--- src/png_scanline_unfilter_top_macros.svh ---
// Assertion macros for the PNG scanline unfilter.
`ifndef PNG_SCANLINE_UNFILTER_TOP_MACROS_SVH
`define PNG_SCANLINE_UNFILTER_TOP_MACROS_SVH

// Property must hold at every rising clock edge outside reset.
`define PNG_UNF_ASSERT(label, prop, msg) \
  label: assert property (@(posedge clk_i) disable iff (!rst_ni) (prop)) else $error(msg);

// Condition must never be seen outside reset.
`define PNG_UNF_NEVER(label, cond, msg) \
  label: assert property (@(posedge clk_i) disable iff (!rst_ni) !(cond)) else $error(msg);

`endif

--- src/png_unf_ram.sv ---
// Generic simple dual-port RAM: one write port, one read port, registered read.
module png_unf_ram #(
  parameter int unsigned Width = 8,
  parameter int unsigned Depth = 256,
  localparam int unsigned AddrW = (Depth > 1) ? $clog2(Depth) : 1
) (
  input  logic             clk_i,
  input  logic             we_i,
  input  logic [AddrW-1:0] waddr_i,
  input  logic [Width-1:0] wdata_i,
  input  logic             re_i,
  input  logic [AddrW-1:0] raddr_i,
  output logic [Width-1:0] rdata_o
);

  logic [Width-1:0] mem_q [Depth];
  logic [Width-1:0] rdata_q;

  always_ff @(posedge clk_i) begin
    if (we_i) begin
      mem_q[waddr_i] <= wdata_i;
    end
    if (re_i) begin
      rdata_q <= mem_q[raddr_i];
    end
  end

  assign rdata_o = rdata_q;

endmodule

--- config.mk ---
export PLATFORM = sky130hd
export DESIGN_NAME = png_unf_ram
export DESIGN_NICKNAME = d
export VERILOG_FILES = /design/src/png_scanline_unfilter_top_macros.svh /design/src/png_unf_ram.sv
export SDC_FILE = /design/constraint.sdc
export NUM_CORES = 2
export LEC_CHECK = 0
export BUFFER_PORTS_ARGS = -buffer_cell sky130_fd_sc_hd__clkbuf_2
export CORE_MARGIN = 2
export CORE_UTILIZATION = 57
export CTS_CLUSTER_SIZE = 10
export DETAILED_ROUTE_END_ITERATION = 6
export PLACE_DENSITY = 0.76
export SETUP_SLACK_MARGIN = 0.2
export SYNTH_ARGS = -nofsm -noshare
export SYNTH_HDL_FRONTEND = slang
export SYNTH_SLANG_ARGS = --single-unit
--- constraint.sdc ---
create_clock -name clk_i -period 2.5 [get_ports clk_i]
set_input_delay 0.375 -clock clk_i [delete_from_list [all_inputs] [get_ports clk_i]]
set_output_delay 0.375 -clock clk_i [all_outputs]
set_load 0.05 [all_outputs]
; ---- Word-level counts from Yosys, hierarchy flattened
; Memory sizes are Yosys's and may differ from the RTL's. A register that Yosys moved wholly into a read port is not among the register bits.
; Cells that the tools add are included.
[totals]
reg_bits = 0
mem_bits_rw = 2048
in_bits = 27
output_inout_bits = 8
elab_cells = 3
mem_count = 1
[op_classes]
n_mux = 2
[memory_table]
columns = name, depth, word_bits, read_ports, rd_clocked_by_memory_dff, wr, line_no
row1 = mem_q, 256, 8, 1, 1, 1, png_unf_ram.sv:16  ; logic [Width-1:0] mem_q [Depth];
[op_table]
columns = cell, count
row1 = two-way mux 1 bit, 2

; ---- Longest topological paths before layout
[depth]
depth_word = 2
depth_mapped = 11
depth_no_buf = 6

; ---- Worst setup path after synthesis
; No wires, ideal clock.
[synth_path]
path_type = input-to-reg
startpoint = in raddr_i[0]
endpoint = reg rdata_q[2] (netlist: rdata_o[2]) (read register of mem_q), data pin
setup_ps = 269
arrival_time_ps = 2182
required_time_ps = 2231
setup_slack_ps = 49
stages = 9
path_buffers = 4
path_cell_list = buf_6 -> buf_12 -> buf_8 -> buf_2 -> mux4_2 -> a22oi_1 -> a21oi_1 -> nor4_1 -> nor4_2
[synth_rtl]
columns = element, line_no
row1 = start: declaration, png_unf_ram.sv:12  ; input logic [AddrW-1:0] raddr_i,
row2 = end: declaration, png_unf_ram.sv:17  ; logic [Width-1:0] rdata_q;

==> results.json <==
{
  "place_ws_ps": -1086,
  "yosysWarnings": 0,
  "fmax_ghz": 0.4159,
  "fin_nets": 4501,
  "fillerInstances": 8181,
  "finalMaxSlewViolations": 0,
  "io_buffers": 34,
  "coreArea_um2": 139000,
  "synthMuxAreaShare": 0.1460,
  "final_cell_count_no_fill": 6381,
  "synth_top_family_by_area": "multiplexers",
  "wirelength_um": 203900,
  "drc": 6,
  "leakage_nw": 30.43,
  "clkLatencyLatePin_ps": 850,
  "skew_ps": 46.03,
  "hold_viol": 0,
  "die_area_um2": 142700,
  "cts-root-buf": "clkbuf_16",
  "dp_hpwl_um": 126100,
  "grt_max_degree": 89,
  "grt_usage": 0.2911,
  "start_util": 0.5729,
  "num_vias": 42650,
  "drive_above_1_share": 0.3360,
  "endpoint_kind": "flop",
  "dpl.cell_count": 6118,
  "ios": 35,
  "rows": 137,
  "required_ps": 3080,
  "die_h_um": 377.8,
  "cts_sinks": 2056,
  "cts_tree": "done",
  "yosys-top-cells-count": "2,056 x edfxtp_1, 454 x mux4_2, 282 x nor2_1",
  "power_density_nw_per_um2": 755.1,
  "rsz0062_at_grt": "true",
  "netlist_instances": 3733,
  "clk_path_buf_depth": 3,
  "cts_buffers": 225,
  "syn_avg_cell_area_um2": 21.33,
  "drt-pass1-iter-count": 7,
  "synth_top_area_frac": 0.7753,
  "synth-edff-count": 2056,
  "drtAntennaViolNets": 0,
  "die_w_um": 377.8,
  "period_minus_slack_ps": 2405,
  "grt_pass1_vias": 43130,
  "ir_drop_v": 0.0007664,
  "gp_congestion": 0.8784,
  "outcome": "finished with violations",
  "power_frac_seq": 0.539,
  "worstHoldPathType": "in2reg",
  "viasPerCell": 6.684,
  "power_mw": 70.66,
  "power.switching_mw": 14.89,
  "synth.yosys.seq_area_share": 0.7753,
  "yosysTopAreaCell": "edfxtp_1",
  "syn_area_um2": 79640,
  "area_growth_pct": 17.52,
  "htreeDepth": 4,
  "post-route-period-util": 0.9619,
  "ff2ff_path_depth": 7,
  "violations": "DRC",
  "path_clk_slew_ps": 50,
  "wl_per_cell_um": 31.96,
  "ys_types": 54,
  "grt_remaining_overflow": 0,
  "yosysMostFrequentCell": "edfxtp_1",
  "crit_fanout": 1,
  "synthArstFlopShare": 0,
  "synthAdderAreaFrac": 0,
  "grt_antenna_before_repair": 9,
  "yosys_most_used_dff": "edfxtp_1",
  "dr.first_iter.drc_count": 6389,
  "synth_area_leaders": "edfxtp_1 78%, mux4_2 13%, mux2i_1 1.7%",
  "p_comb_frac": 0.059,
  "worstSetupStartpointType": "flop",
  "arrival_ps": 2980,
  "grt_pass1_wl_um": 296500,
  "internal_power_mw": 55.78,
  "synth-simple-area-share": 0.02625,
  "synth_xor_area_frac": 0,
  "syn_nets": 3760,
  "synth-compound-area-share": 0.03416,
  "switching_share": 0.2107,
  "holdPathStages": 1,
  "drv_cap": 0,
  "tightest_slew_ps": 835.2,
  "p_clk_frac": 0.402,
  "critical_path_class": "reg2reg",
  "totalNegativeSetupSlack_ps": 0,
  "relSlewSlack": 0.4432,
  "final-setup-viol-count": 0,
  "finalWorstSetupSlack_ps": 95.35,
  "synth-seq-cells": 2056
}
==> power groups by stage <==
stage | Sequential, mW | Combinational (mW) | Clock, mW
3_3_place_gp | 38.8 | 3.87 | 0
4_1_cts | 38.1 | 4.06 | 28.7
5_1_grt | 38.1 | 4.31 | 29.8
6_report | 38.1 | 4.15 | 28.4
3_5_place_dp | 38.8 | 3.95 | 0
2_1_floorplan | 38.8 | 1.90 | 0
==> area by class of cell <==
cell class | count | area (µm²) | share of cell area
repair buffers | 747 | 6638 | 0.07093
clock buffers | 236 | 5714 | 0.06106
clock inverters | 17 | 282.8 | 0.003022
multi-input cells | 1442 | 16840 | 0.1800
diodes | 5 | 12.51 | 0.0001337
inverters | 2 | 7.507 | 0.00008022
flip-flops and latches | 2056 | 61740 | 0.6597
well taps | 1876 | 2347 | 0.02508
==> state kept, by name, summed over array words and instances (netlist names) <==
name / flops
rdata_o: 8
mem_q: 2048
==> worst paths after layout <==
| path | from | endpoint | slack [ps] |
|---|---|---|---|
| max | mem_q[83][3] | rdata_o[3] | 100 |
| min | wdata_i[0] | mem_q[240][0] | 60 |
| max reg2reg | mem_q[83][3] | rdata_o[3] | 100 |
| min reg2reg | mem_q[33][5] | rdata_o[5] | 1200 |
==> per-layer routing <==
| metal | GRT usage | vias up | share of wire |
|---|---|---|---|
| li1 | - | 17040 | - |
| met1 | 0.3966 | 22120 | 0.35 |
| met2 | 0.4557 | 2949 | 0.48 |
| met3 | 0.06834 | 538 | 0.12 |
| met4 | 0.1270 | 6 | 0.047 |
| met5 | 0 | - | 0.00015 |
==> cells by family after synthesis <==
kind of cell / after synthesis
simple gates: 466
compound gates: 385
flops: 2056
mux: 591
buf+inv: 235
==> cell usage in the layout (no fill, tap or decap), drive strengths merged, types with 6 or more instances in the layout <==
cell type  netlist  final
and2             6      6
nor4            27     27
buf            122    714
o221ai          47     47
mux2i          134    134
nor3            22     22
nand3           34     34
edfxtp        2056   2056
clkinv           1     12
nor2b           31     31
a211oi          16     16
o21ai           12     12
clkbuf         111    264
nand2           33     33
a21oi           96     96
o22ai           28     28
mux4           456    456
a22oi          133    133
nor2           282    282
a22o             8      8
o211ai          10     10
a221oi          14     14
nand4           10     10
nand2b           8      8
inv              1      6
==> per-stage QoR <==
| step | hold slack (ps) | instance area, µm² | utilization |
|---|---|---|---|
| global route | 46.59 | 93570 | 0.6731 |
| floorplan | 473.9 | 79920 | - |
| finish | 62.22 | 93580 | 0.6732 |
| global placement | 750.8 | 87170 | 0.6271 |
| CTS | 19.76 | 93400 | 0.6719 |
| detailed placement | 768.1 | 87170 | 0.6271 |
==> critical path, stage by stage, from the launching register on <==
cell and delay [ps]:
edfxtp_1 350, mux4_2 480, a22o_1 260, a221oi_2 230
buf_4 200, o32ai_1 140, nor3_2 360, nor4_1 110
==> timing repair <==
| action | CTS | global route |
|---|---|---|
| pin swaps | 12 | 14 |
| gates resized for setup | 32 | 34 |
| endpoints found under the hold margin | 100 | 0 |
| hold buffers | 5 | 0 |
| buffers inserted | 0 | 0 |
| setup endpoints to repair | 8 | 8 |
No activity file was read; power rests on OpenSTA's default activity.
